<file path="src/rtl/core/deq_pkg.sv">
// Shared types and constants for the double-ended queue unit.
// No dependencies; every other file in rtl/core imports this package.
package deq_pkg;

   localparam int DefaultDepth  = 16;
   localparam int DataWidth     = 32;
   localparam int OpWidth       = 3;
   localparam int CountWidth    = 5;
   localparam int StatusWidth   = 2;
   localparam int CmdQueueDepth = 2;

   localparam logic [CountWidth-1:0] CapacityResetValue = 5'd16;

   typedef enum logic [OpWidth-1:0] {
      OP_PUSH_FRONT = 3'd0,
      OP_PUSH_BACK  = 3'd1,
      OP_POP_FRONT  = 3'd2,
      OP_POP_BACK   = 3'd3,
      OP_PEEK_FRONT = 3'd4,
      OP_PEEK_BACK  = 3'd5
   } op_type;

   typedef enum logic [StatusWidth-1:0] {
      ST_OK    = 2'd0,
      ST_EMPTY = 2'd1,
      ST_FULL  = 2'd2
   } status_type;

   typedef enum logic [1:0] {
      CMD_NOP  = 2'd0,
      CMD_PUSH = 2'd1,
      CMD_POP  = 2'd2,
      CMD_PEEK = 2'd3
   } cmd_kind_type;

   typedef struct packed {
      cmd_kind_type         kind;
      logic                 at_front;
      logic [DataWidth-1:0] value;
   } cmd_type;

endpackage

</file>
<file path="src/rtl/core/deq_front.sv">
// Front end: accepts requests and decodes the op code into a command.
// Depends on deq_pkg.
module deq_front
   import deq_pkg::*;
(
   input  logic                 req_valid,
   output logic                 req_ready,
   input  logic [OpWidth-1:0]   req_op,
   input  logic [DataWidth-1:0] req_push_value,
   output logic                 cmd_valid,
   input  logic                 cmd_ready,
   output cmd_type              cmd
);

   always_comb begin
      cmd.value    = req_push_value;
      cmd.kind     = CMD_NOP;
      cmd.at_front = 1'b0;
      unique case (op_type'(req_op))
         OP_PUSH_FRONT: begin
            cmd.kind     = CMD_PUSH;
            cmd.at_front = 1'b1;
         end
         OP_PUSH_BACK: begin
            cmd.kind = CMD_PUSH;
         end
         OP_POP_FRONT: begin
            cmd.kind     = CMD_POP;
            cmd.at_front = 1'b1;
         end
         OP_POP_BACK: begin
            cmd.kind = CMD_POP;
         end
         OP_PEEK_FRONT: begin
            cmd.kind     = CMD_PEEK;
            cmd.at_front = 1'b1;
         end
         OP_PEEK_BACK: begin
            cmd.kind = CMD_PEEK;
         end
         default: begin
            // unused codes: report fill only
            cmd.kind = CMD_NOP;
         end
      endcase
   end

   assign cmd_valid = req_valid;
   assign req_ready = cmd_ready;

endmodule

</file>
<file path="src/rtl/core/deq_cmd_fifo.sv">
// Short command queue between the front end and the execution back end.
// Depends on deq_pkg.
module deq_cmd_fifo
   import deq_pkg::*;
(
   input  logic    clock,
   input  logic    reset,
   input  logic    in_valid,
   output logic    in_ready,
   input  cmd_type in_cmd,
   output logic    out_valid,
   input  logic    out_ready,
   output cmd_type out_cmd
);

   localparam int QPW = (CmdQueueDepth > 1) ? $clog2(CmdQueueDepth) : 1;
   localparam int QCW = $clog2(CmdQueueDepth + 1);

   cmd_type          slot_ff [CmdQueueDepth];
   logic [QPW-1:0]   wr_ptr_ff, wr_ptr_in;
   logic [QPW-1:0]   rd_ptr_ff, rd_ptr_in;
   logic [QCW-1:0]   count_ff, count_in;
   logic             push, pop;

   assign in_ready  = (count_ff != QCW'(CmdQueueDepth));
   assign out_valid = (count_ff != '0);
   assign out_cmd   = slot_ff[rd_ptr_ff];
   assign push      = in_valid && in_ready;
   assign pop       = out_valid && out_ready;

   always_comb begin
      wr_ptr_in = wr_ptr_ff;
      rd_ptr_in = rd_ptr_ff;
      count_in  = count_ff;
      if (push) begin
         wr_ptr_in = (wr_ptr_ff == QPW'(CmdQueueDepth - 1)) ? '0 : wr_ptr_ff + 1'b1;
      end
      if (pop) begin
         rd_ptr_in = (rd_ptr_ff == QPW'(CmdQueueDepth - 1)) ? '0 : rd_ptr_ff + 1'b1;
      end
      if (push && !pop) begin
         count_in = count_ff + 1'b1;
      end else if (pop && !push) begin
         count_in = count_ff - 1'b1;
      end
   end

   always_ff @(posedge clock) begin
      if (reset) begin
         wr_ptr_ff <= '0;
         rd_ptr_ff <= '0;
         count_ff  <= '0;
      end else begin
         wr_ptr_ff <= wr_ptr_in;
         rd_ptr_ff <= rd_ptr_in;
         count_ff  <= count_in;
      end
   end

   always_ff @(posedge clock) begin
      if (push) begin
         slot_ff[wr_ptr_ff] <= in_cmd;
      end
   end

endmodule

</file>
<file path="src/rtl/core/deq_back.sv">
// Back end: ring store, head pointer and fill count; executes one command
// per cycle into a response register, unless stalled by rsp_ready. Depends on deq_pkg.
module deq_back
   import deq_pkg::*;
#(
   parameter int DEPTH = DefaultDepth
)(
   input  logic                   clock,
   input  logic                   reset,
   input  logic [CountWidth-1:0]  capacity_limit,
   input  logic                   cmd_valid,
   output logic                   cmd_ready,
   input  cmd_type                cmd,
   output logic                   rsp_valid,
   input  logic                   rsp_ready,
   output logic [DataWidth-1:0]   rsp_read_value,
   output logic [CountWidth-1:0]  rsp_fill_count,
   output logic [StatusWidth-1:0] rsp_status
);

   localparam int PW = $clog2(DEPTH);
   localparam int CW = CountWidth;
   localparam int SW = ((PW > CW) ? PW : CW) + 1;

   logic [DataWidth-1:0]   store_mem [DEPTH];
   logic [PW-1:0]          head_ff, head_in;
   logic [CW-1:0]          count_ff, count_in;
   logic                   rsp_valid_ff, rsp_valid_in;
   logic [DataWidth-1:0]   read_value_ff;
   logic [CW-1:0]          fill_ff;
   status_type             status_ff, status_in;

   logic                   exec, empty, full, do_write, do_read;
   logic [SW-1:0]          head_ext, count_ext;
   logic [PW-1:0]          head_dec, head_inc, tail_pos, last_pos;
   logic [PW-1:0]          wr_addr, rd_addr;

   function automatic logic [PW-1:0] wrap_pos(input logic [SW-1:0] sum);
      logic [SW-1:0] d;
      d = (sum >= SW'(DEPTH)) ? sum - SW'(DEPTH) : sum;
      return d[PW-1:0];
   endfunction

   assign cmd_ready = !rsp_valid_ff || rsp_ready;
   assign exec      = cmd_valid && cmd_ready;

   assign head_ext  = {{(SW-PW){1'b0}}, head_ff};
   assign count_ext = {{(SW-CW){1'b0}}, count_ff};
   assign head_dec  = (head_ff == '0) ? PW'(DEPTH - 1) : head_ff - 1'b1;
   assign head_inc  = wrap_pos(head_ext + SW'(1));
   assign tail_pos  = wrap_pos(head_ext + count_ext);
   assign last_pos  = wrap_pos(head_ext + count_ext - SW'(1));

   assign empty    = (count_ff == '0);
   assign full     = (count_ff >= capacity_limit) || (int'(count_ff) >= DEPTH);
   assign do_write = exec && (cmd.kind == CMD_PUSH) && !full;
   assign do_read  = exec && ((cmd.kind == CMD_POP) || (cmd.kind == CMD_PEEK)) && !empty;
   assign wr_addr  = cmd.at_front ? head_dec : tail_pos;
   assign rd_addr  = cmd.at_front ? head_ff : last_pos;

   always_comb begin
      head_in   = head_ff;
      count_in  = count_ff;
      status_in = ST_OK;
      if (do_write) begin
         count_in = count_ff + 1'b1;
         if (cmd.at_front) begin
            head_in = head_dec;
         end
      end
      if (do_read && (cmd.kind == CMD_POP)) begin
         count_in = count_ff - 1'b1;
         if (cmd.at_front) begin
            head_in = head_inc;
         end
      end
      case (cmd.kind) inside
         CMD_PUSH: status_in = full ? ST_FULL : ST_OK;
         CMD_POP, CMD_PEEK: status_in = empty ? ST_EMPTY : ST_OK;
         default: status_in = ST_OK;
      endcase
      rsp_valid_in = exec || (rsp_valid_ff && !rsp_ready);
   end

   always_ff @(posedge clock) begin
      if (reset) begin
         head_ff      <= '0;
         count_ff     <= '0;
         rsp_valid_ff <= 1'b0;
      end else begin
         head_ff      <= head_in;
         count_ff     <= count_in;
         rsp_valid_ff <= rsp_valid_in;
      end
   end

   // store write, registered read, response payload
   always_ff @(posedge clock) begin
      if (do_write) begin
         store_mem[wr_addr] <= cmd.value;
      end
      if (exec) begin
         read_value_ff <= do_read ? store_mem[rd_addr] : '0;
         fill_ff       <= count_in;
         status_ff     <= status_in;
      end
   end

   assign rsp_valid      = rsp_valid_ff;
   assign rsp_read_value = read_value_ff;
   assign rsp_fill_count = fill_ff;
   assign rsp_status     = status_ff;

endmodule

</file>
<file path="src/rtl/core/double_ended_queue_unit.sv">
// Top level of the double-ended queue unit: capacity register and the
// front end, command queue and back end. Depends on deq_pkg and the deq_* modules.
//
// Usage:
//   req_*  : request channel. req_op selects push front/back, pop front/back,
//            peek front/back; req_push_value is stored by pushes.
//   rsp_*  : one response per request, in order: rsp_read_value (popped or
//            peeked word, zero otherwise), rsp_fill_count (fill after the
//            request) and rsp_status (ok, empty, full).
//   csr_*  : write port for the usable capacity; write it only while idle.
// Path: a request is written into the command queue, then executed by the back end
//   into the response register, which drives rsp_valid.
// Throughput: one request per cycle while responses are taken, set by the back end,
//   which reads or writes the ring store once and updates head and fill together.
// Reset: head and fill clear to zero, capacity returns to 16; the store
//   keeps whatever it held, and only live entries are ever read.
// Stall: while rsp_ready is low the response register holds; the two-entry
//   command queue absorbs requests, then req_ready drops.
module double_ended_queue_unit
   import deq_pkg::*;
#(
   parameter int DEPTH = DefaultDepth
)(
   input  logic                          clock,
   input  logic                          reset,
   input  logic                          req_valid,
   output logic                          req_ready,
   input  logic [OpWidth-1:0]            req_op,
   input  logic signed [DataWidth-1:0]   req_push_value,
   output logic                          rsp_valid,
   input  logic                          rsp_ready,
   output logic signed [DataWidth-1:0]   rsp_read_value,
   output logic [CountWidth-1:0]         rsp_fill_count,
   output logic [StatusWidth-1:0]        rsp_status,
   input  logic                          csr_valid,
   output logic                          csr_ready,
   input  logic [CountWidth-1:0]         csr_capacity_limit
);

   logic [CountWidth-1:0] capacity_limit_ff;
   logic                  front_valid, front_ready;
   cmd_type               front_cmd;
   logic                  back_valid, back_ready;
   cmd_type               back_cmd;
   logic [DataWidth-1:0]  read_value;

   // capacity register: always ready; the user is to write it between bursts, the block has no check for this
   assign csr_ready = 1'b1;

   always_ff @(posedge clock) begin
      if (reset) begin
         capacity_limit_ff <= CapacityResetValue;
      end else if (csr_valid) begin
         capacity_limit_ff <= csr_capacity_limit;
      end
   end

   // decode the op code into a command
   deq_front u_front (
      .req_valid      (req_valid),
      .req_ready      (req_ready),
      .req_op         (req_op),
      .req_push_value (req_push_value),
      .cmd_valid      (front_valid),
      .cmd_ready      (front_ready),
      .cmd            (front_cmd)
   );

   // decouple decode from execution
   deq_cmd_fifo u_cmd_fifo (
      .clock     (clock),
      .reset     (reset),
      .in_valid  (front_valid),
      .in_ready  (front_ready),
      .in_cmd    (front_cmd),
      .out_valid (back_valid),
      .out_ready (back_ready),
      .out_cmd   (back_cmd)
   );

   // execute against the ring store
   deq_back #(
      .DEPTH (DEPTH)
   ) u_back (
      .clock          (clock),
      .reset          (reset),
      .capacity_limit (capacity_limit_ff),
      .cmd_valid      (back_valid),
      .cmd_ready      (back_ready),
      .cmd            (back_cmd),
      .rsp_valid      (rsp_valid),
      .rsp_ready      (rsp_ready),
      .rsp_read_value (read_value),
      .rsp_fill_count (rsp_fill_count),
      .rsp_status     (rsp_status)
   );

   assign rsp_read_value = read_value;

`ifndef NO_ASSERTIONS
   // fill never exceeds the built depth
   assert property (@(posedge clock) disable iff (reset)
      rsp_valid |-> (int'(rsp_fill_count) <= DEPTH))
      else $error("fill count above depth");

   // a full report only when the fill has reached the usable capacity
   assert property (@(posedge clock) disable iff (reset)
      (rsp_valid && rsp_status == ST_FULL) |->
         ((rsp_fill_count >= capacity_limit_ff) || (int'(rsp_fill_count) >= DEPTH)))
      else $error("full reported below capacity");

   // an empty report carries zero fill and zero data
   assert property (@(posedge clock) disable iff (reset)
      (rsp_valid && rsp_status == ST_EMPTY) |->
         (rsp_fill_count == '0 && rsp_read_value == '0))
      else $error("empty report with data or fill");

   // an error never returns data
   assert property (@(posedge clock) disable iff (reset)
      (rsp_valid && rsp_status != ST_OK) |-> (rsp_read_value == '0))
      else $error("data returned with error status");
`endif

endmodule

</file>
<file path="config.mk">
export PLATFORM = sky130hd
export DESIGN_NAME = double_ended_queue_unit
export DESIGN_NICKNAME = d
export VERILOG_FILES = /design/src/rtl/core/deq_pkg.sv /design/src/rtl/core/deq_front.sv /design/src/rtl/core/deq_cmd_fifo.sv /design/src/rtl/core/deq_back.sv /design/src/rtl/core/double_ended_queue_unit.sv
export SDC_FILE = /design/constraint.sdc
export NUM_CORES = 1
export LEC_CHECK = 0
export ABC_CLOCK_PERIOD_IN_PS = 8200
export BUFFER_PORTS_ARGS = -buffer_cell sky130_fd_sc_hd__buf_2
export CELL_PAD_IN_SITES_DETAIL_PLACEMENT = 1
export CELL_PAD_IN_SITES_GLOBAL_PLACEMENT = 1
export CORE_ASPECT_RATIO = 0.75
export CORE_MARGIN = 4
export CORE_UTILIZATION = 55
export CTS_BUF_LIST = sky130_fd_sc_hd__clkbuf_4
export CTS_CLUSTER_DIAMETER = 120
export DETAILED_ROUTE_END_ITERATION = 10
export PLACE_DENSITY_LB_ADDON = 0.1
export REMOVE_ABC_BUFFERS = 1
export SLEW_MARGIN = 20
export SYNTH_ARGS = -nofsm -noshare
export SYNTH_HDL_FRONTEND = slang
export SYNTH_SLANG_ARGS = --single-unit
</file>
<file path="constraint.sdc">
create_clock -name clock -period 8.2 [get_ports clock]
set_input_delay 0 -clock clock [delete_from_list [all_inputs] [get_ports clock]]
set_output_delay 0 -clock clock [all_outputs]
set_load 0.02 [all_outputs]
</file>
# Word-level counts from Yosys, hierarchy flattened
# Memory sizes are Yosys's and may differ from the RTL's. A register that Yosys moved wholly into a read port is not among the register bits.
# Cells that the tools add are included.
# W data, S select, Z words.
# word_totals
word_cells,97
memories,2
reg_bits,26
out_inout_bits,42
ramBits,582
input_bits,45
# classes
reduce_logical,31
n_mux,28
order_cmp,5
add_sub_neg,13
n_eq_ne,9
# mem_list
memory,words,word_bits,rd,rd_clocked_by_memory_dff,wr,line_no,text
u_back.store_mem,16,32,1,1,1,deq_back.sv:25,logic [DataWidth-1:0] store_mem [DEPTH];
u_cmd_fifo.slot_ff,2,35,1,1,1,deq_cmd_fifo.sv:19,cmd_type slot_ff [CmdQueueDepth];
# op_table
cell,n
$mux W4,10
$sub A4 B1 Y4 const B,4
$ge A6 B5 Y1 const B,2
$ge A5 B5 Y1 const B,2
$logic_and A1 B1 Y1,10
$mux W1,10
$mux W2,5
$mux W5,2
$reduce_or A2 Y1,4
$logic_not A1 Y1,7
$add A4 B5 Y6,1
$eq A3 B2 Y1 const B,2
$eq A3 B3 Y1 const B,2
$pmux W2 S3,1
$sub A6 B1 Y6 const B,1
$add A4 B1 Y5 const B,1
$add A5 B1 Y5 const B,1
$ge A5 B5 Y1,1
$logic_not A5 Y1,1
$sub A5 B1 Y5 const B,1
$eq A2 B2 Y1 const B,2
$logic_not A4 Y1,1
$logic_or A1 B1 Y1,4
$reduce_bool A2 Y1,2
other kinds (8),9

# Depth between registers and ports, before layout
# logic_depth
word_depth,8
depth_mapped,11
depth_no_buf,10

# Hierarchy
# A second synthesis with hierarchy kept.
# hier_totals
hier_cells,2110
hier_area_um2,28079.4
# modules_own_cells
module,n_inst,seq_area_each_um2,cells_each,area_per_inst_um2
deq_back,1,16746.1,1919,24838.8
deq_cmd_fifo,1,2202.1,133,2746.4
deq_front,1,0.0,40,299.0
double_ended_queue_unit,1,100.1,18,195.2

# Worst setup path after synthesis
# Ideal clock, no wire load.
# synth_timing
kind,register to register
startpoint,"register u_back.rsp_valid_ff, in the netlist u_back.rsp_valid"
endpoint,"memory u_back.store_mem[0][0], enable pin"
synth_period_minus_slack_ns,5.042
arrival_ns,4.621
path_buffers,1
setup_time_ns,0.421
path_slack_ns,3.158
stages_incl_launch_ff,8
t_required_ns,7.779
cell_sequence,dfxtp_1 -> nor2b_1 -> nor2_1 -> nand3_1 -> a31oi_1 -> buf_2 -> nand3_1 -> nor2_1
# synth_between
elab_chain_len,7
# synth_lines
item,line_no,text
"start, declared",deq_back.sv:28,"logic rsp_valid_ff, rsp_valid_in;"
"start signal, assigned",deq_back.sv:93,rsp_valid_ff <= rsp_valid_in;
$logic_not A1 Y1,deq_back.sv:44,assign cmd_ready = !rsp_valid_ff || rsp_ready;
$logic_or A1 B1 Y1,deq_back.sv:44,
$logic_and A1 B1 Y1,deq_back.sv:45,assign exec = cmd_valid && cmd_ready;
via u_back.exec,deq_back.sv:33,"logic exec, empty, full, do_write, do_read;"
$logic_and A1 B1 Y1 (2 in series),deq_back.sv:56,assign do_write = exec && (cmd.kind == CMD_PUSH) && !full;
$mux W1,deq_back.sv:99,if (do_write) begin
$mux W1 (not written as such),deq_back.sv:100,store_mem[wr_addr] <= cmd.value;
"end, declared",deq_back.sv:25,
# The timed path passes the listed nets, and every way through them passes these cells.

==> flow_metrics.env <==
export IMPL_grt_remaining_overflow=0
export IMPL_final_net_count=1684
export IMPL_synth_top_cells_by_area="sky130_fd_sc_hd__edfxtp_1 73%, sky130_fd_sc_hd__mux2i_1 9.1%, sky130_fd_sc_hd__mux4_2 5.6%"
export IMPL_netlist_area_mm2=0.0255
export IMPL_setup_worst_path_end_class="flop"
export IMPL_drc_errors=0
export IMPL_synthAdderAreaFrac_pct=0.764
export IMPL_num_rows=68
export IMPL_via_count_of_the_first_global_routing_pass=15089
export IMPL_cts_htree_levels=4
export IMPL_clock_tree_from_tritoncts="built"
export IMPL_dr_wl_met3_um=3940
export IMPL_netlist_cell_type_count=58
export IMPL_hpwl_um=33000
export IMPL_register_to_register_setup_slack_ps=3750
export IMPL_drt_iter0_drc=1203
export IMPL_final_hold_worst_slack_ps=150
export IMPL_timing_final_crit_share_pct=54.2
export IMPL_dp_cells=1965
export IMPL_transition_time_of_the_tightest_slew_check_pin_ps=1020
export IMPL_synthMostInstantiatedCell="sky130_fd_sc_hd__edfxtp_1"
export IMPL_synth_xor_xnor_area_share_pct=0.485
export IMPL_root_cell_of_the_clock_tree="sky130_fd_sc_hd__clkbuf_4"
export IMPL_placeableCoreArea_mm2=0.0459
export IMPL_fill_cells=3970
export IMPL_yosysSeqAreaShare_pct=74.6
export IMPL_maximum_number_of_pins_on_one_net_before_global_route_repair=141
export IMPL_via_count=13941
export IMPL_crit_path_end="u_back.rsp_read_value[31]$_SDFFCE_PN0P_"
export IMPL_required_time_worst_endpoint_ps=8790
export IMPL_clockPowerShare_pct=24.6
export IMPL_maxCapViolations=0
export IMPL_gp_routability_congestion=0.759
export IMPL_portBuffers=85
export IMPL_clk_pin_slew_worst_paths_ps=80
export IMPL_status="complete, no violations"
export IMPL_highest_signal_layer="met4"
export IMPL_crit_path_max_fanout=37
export IMPL_regToRegEndpoint="u_back.rsp_read_value[31]$_SDFFCE_PN0P_"
export IMPL_antenna_violations_before_repair=2
export IMPL_numCtsBuffers=155
export IMPL_internal_power_mw=6.70
export IMPL_finalClockSkew_ps=43.5
export IMPL_synth_top_cell_area_share_pct=73.0
export IMPL_cp_arrival_ps=5040
export IMPL_starting_density_of_the_core_pct=55.6
export IMPL_worst_slew_margin_rel_pct=31.4
export IMPL_post_drt_via_cell_ratio=6.00
export IMPL_min_from="reset"
export IMPL_instances_no_fill=2324
export IMPL_synth_compound_gate_area_share_pct=4.17
export IMPL_yosys_warnings=0
export IMPL_hold_violations=0
export IMPL_grt_use_total_pct=25.8
export IMPL_synthesis_instances=1331
export IMPL_routed_wire_length_on_met2_um=30800
export IMPL_seq_cells_post_synth=641
export IMPL_synth_top_family_by_area="multiplexers"
export IMPL_antenna_violating_nets_post_route=0
export IMPL_pwr_density_cell_mw_per_mm2=343
export IMPL_p_leak_nw=10.3
export IMPL_timing_hold_worst_class="in -> reg"
export IMPL_pin_count=87
export IMPL_r2r_cells=9
export IMPL_startpoint_class_of_the_critical_path="flop"
export IMPL_wl_met1_um=27700
export IMPL_wire_per_inst_um=27.3
export IMPL_cts_buffer_depth=3
export IMPL_yosys_area_share_simple_pct=1.66
export IMPL_largest_area_contributor_in_the_synthesized_netlist="sky130_fd_sc_hd__edfxtp_1"
export IMPL_postSynthAreaPerCell_um2=19.2
export IMPL_setup_viol=0
export IMPL_dieWidth_um=257
export IMPL_floorplan_die_area_mm2=0.0500
export IMPL_rsz0062_at_grt="false"
export IMPL_die_height_um=195
export IMPL_postRouteWirelength_um=63500
export IMPL_sw_frac_of_total_pct=34.2
export IMPL_post_synth_mux_area_share_pct=16.4
export IMPL_fin_crit_ps=4450
export IMPL_numClockSinks=641
export IMPL_syn_to_final_growth_pct=16.1
export IMPL_drt_pre_antenna_iters=5
export IMPL_ys_async_sr_fraction_pct=0
export IMPL_wire_length_of_the_first_global_routing_pass_um=95100
export IMPL_buffers_inserted_by_post_cts_timing_repair=0
export IMPL_dominantRegCellSynth="sky130_fd_sc_hd__edfxtp_1"
export IMPL_layout_drive_gt1_share_pct=27.5
export IMPL_power_net_switching_mw=3.48
export IMPL_synth_enable_flop_cells=621
export IMPL_max_freq_ghz=0.225
export IMPL_ir_drop_v=0.000365
export IMPL_synthTopCellsByCount="621 x sky130_fd_sc_hd__edfxtp_1, 231 x sky130_fd_sc_hd__mux2i_1, 98 x sky130_fd_sc_hd__o211ai_1, 64 x sky130_fd_sc_hd__mux4_2, 39 x sky130_fd_sc_hd__nor2_1"
export IMPL_crit_type="reg -> reg"
export IMPL_p_comb_share_pct=34.2
export IMPL_share_seq_of_total_power_pct=41.2
export IMPL_final_max_slew_viol_count=0
export IMPL_clk_insertion_delay_late_ps=880
==> critical path: stages, from the launching register on <==
cell	delay [ps]
sky130_fd_sc_hd__dfxtp_2	310
sky130_fd_sc_hd__buf_4	550
sky130_fd_sc_hd__mux2i_4	730
sky130_fd_sc_hd__nor2_2	150
sky130_fd_sc_hd__a21oi_4	160
sky130_fd_sc_hd__buf_4	620
sky130_fd_sc_hd__buf_4	700
sky130_fd_sc_hd__mux4_2	600
sky130_fd_sc_hd__o211ai_1	130
sky130_fd_sc_hd__o211ai_1	160
==> sequential cells by signal, summed over array words and instances (netlist names), named ones only <==
| signal | flops |
|---|---|
| u_cmd_fifo.rd_ptr_ff | 1 |
| u_back.rsp_read_value | 32 |
| u_back.store_mem | 512 |
| u_back.rsp_fill_count | 5 |
| u_cmd_fifo.count_ff | 2 |
| u_cmd_fifo.wr_ptr_ff | 1 |
| capacity_limit_ff | 5 |
| u_back.count_ff | 5 |
| u_cmd_fifo.slot_ff | 70 |
| u_back.rsp_status | 2 |
| u_back.rsp_valid | 1 |
==> area by class of cell <==
type                       instances  area (um^2)  share of cell area, %
timing repair buffer             213         1730                   5.82
sequential                       641        19000                   64.3
inverter                          19         71.3                  0.241
clock buffer                     227         1700                   5.75
clock inverter                    31          118                  0.397
multi-input combinational        594         6220                   21.0
antenna                            4         10.0                 0.0338
tap                              595          744                   2.51
==> logic make-up (layout without fill, tap and decap cells) <==
| kind of cell | count (synthesis) | after routing |
|---|---|---|
| other | 1 | 5 |
| flip-flops | 641 | 641 |
| XOR/XNOR | 11 | 11 |
| multiplexers | 332 | 332 |
| adder cells (fa/ha/maj) | 15 | 15 |
| buffers and inverters | 96 | 490 |
| AND/OR/NAND/NOR | 90 | 90 |
| AO/OA/AOI/OAI | 145 | 145 |
==> timing repair <==
action	CTS	global route
hold buffers	97	0
resized for setup	0	0
endpoints found under the setup margin	0	0
endpoints found under the hold margin	125	0
==> power by group through the flow <==
stage / clock, mW / sequential [mW] / combinational, mW
floorplan: 0 / 4.37 / 2.26
global placement: 0 / 4.26 / 3.34
detailed placement: 0 / 4.26 / 3.44
CTS: 2.54 / 4.20 / 3.49
global route: 2.74 / 4.22 / 3.73
finish: 2.50 / 4.20 / 3.48
==> worst min path at each step <==
stage | to | cells after the start | slack (ps)
after detailed placement | u_cmd_fifo.slot_ff[1][24]$_DFFE_PP_ | 1 | 190
after global placement | u_cmd_fifo.slot_ff[0][22]$_DFFE_PP_ | 1 | 190
after CTS | u_back.rsp_valid$_SDFF_PP0_ | 5 | 9
final | flop | 3 | 150
after floorplan | u_cmd_fifo.count_ff[1]$_SDFFE_PP0P_ | 1 | 70
after global routing | u_cmd_fifo.wr_ptr_ff$_SDFFE_PP0P_ | 3 | 80
==> per-stage QoR <==
| step | util, % | area (um^2) | worst slack [ps] | power (mW) | TNS [ps] |
|---|---|---|---|---|---|
| detailed placement | 58.4 | 26800 | 3710 | 7.71 | 0 |
| floorplan | - | 25100 | -8440 | 6.63 | -270160 |
| finish | 64.5 | 29600 | 3750 | 10.2 | 0 |
| global placement | 58.1 | 26700 | 3850 | 7.60 | 0 |
| global route | 64.5 | 29600 | 3400 | 10.7 | 0 |
| CTS | 64.5 | 29600 | 3690 | 10.2 | 0 |
==> routing by layer <==
metal,track usage (%),up-vias
met2,41.3,476
met4,6.62,0
li1,-,6085
met1,36.6,7283
met5,0,-
met3,5.71,97
==> layout by cell type (no fill, tap or decap), types with 4 or more instances in the layout <==
cell	instances
sky130_fd_sc_hd__nand2b_1	5
sky130_fd_sc_hd__buf_4	25
sky130_fd_sc_hd__clkbuf_4	227
sky130_fd_sc_hd__nand2_1	14
sky130_fd_sc_hd__o211ai_1	98
sky130_fd_sc_hd__clkinv_1	29
sky130_fd_sc_hd__nor2_1	20
sky130_fd_sc_hd__mux2i_1	229
sky130_fd_sc_hd__mux4_2	64
sky130_fd_sc_hd__diode_2	4
sky130_fd_sc_hd__xnor2_1	4
sky130_fd_sc_hd__nand3_1	9
sky130_fd_sc_hd__nor2_4	19
sky130_fd_sc_hd__xor2_1	5
sky130_fd_sc_hd__o22ai_1	4
sky130_fd_sc_hd__edfxtp_1	621
sky130_fd_sc_hd__ha_1	14
sky130_fd_sc_hd__inv_1	19
sky130_fd_sc_hd__buf_2	85
sky130_fd_sc_hd__and3_1	5
sky130_fd_sc_hd__a21oi_1	5
sky130_fd_sc_hd__o21ai_0	6
sky130_fd_sc_hd__dlygate4sd3_1	97
sky130_fd_sc_hd__dfxtp_1	19
sky130_fd_sc_hd__mux2_2	33
Note: power is estimated with default switching activity, not from simulation.
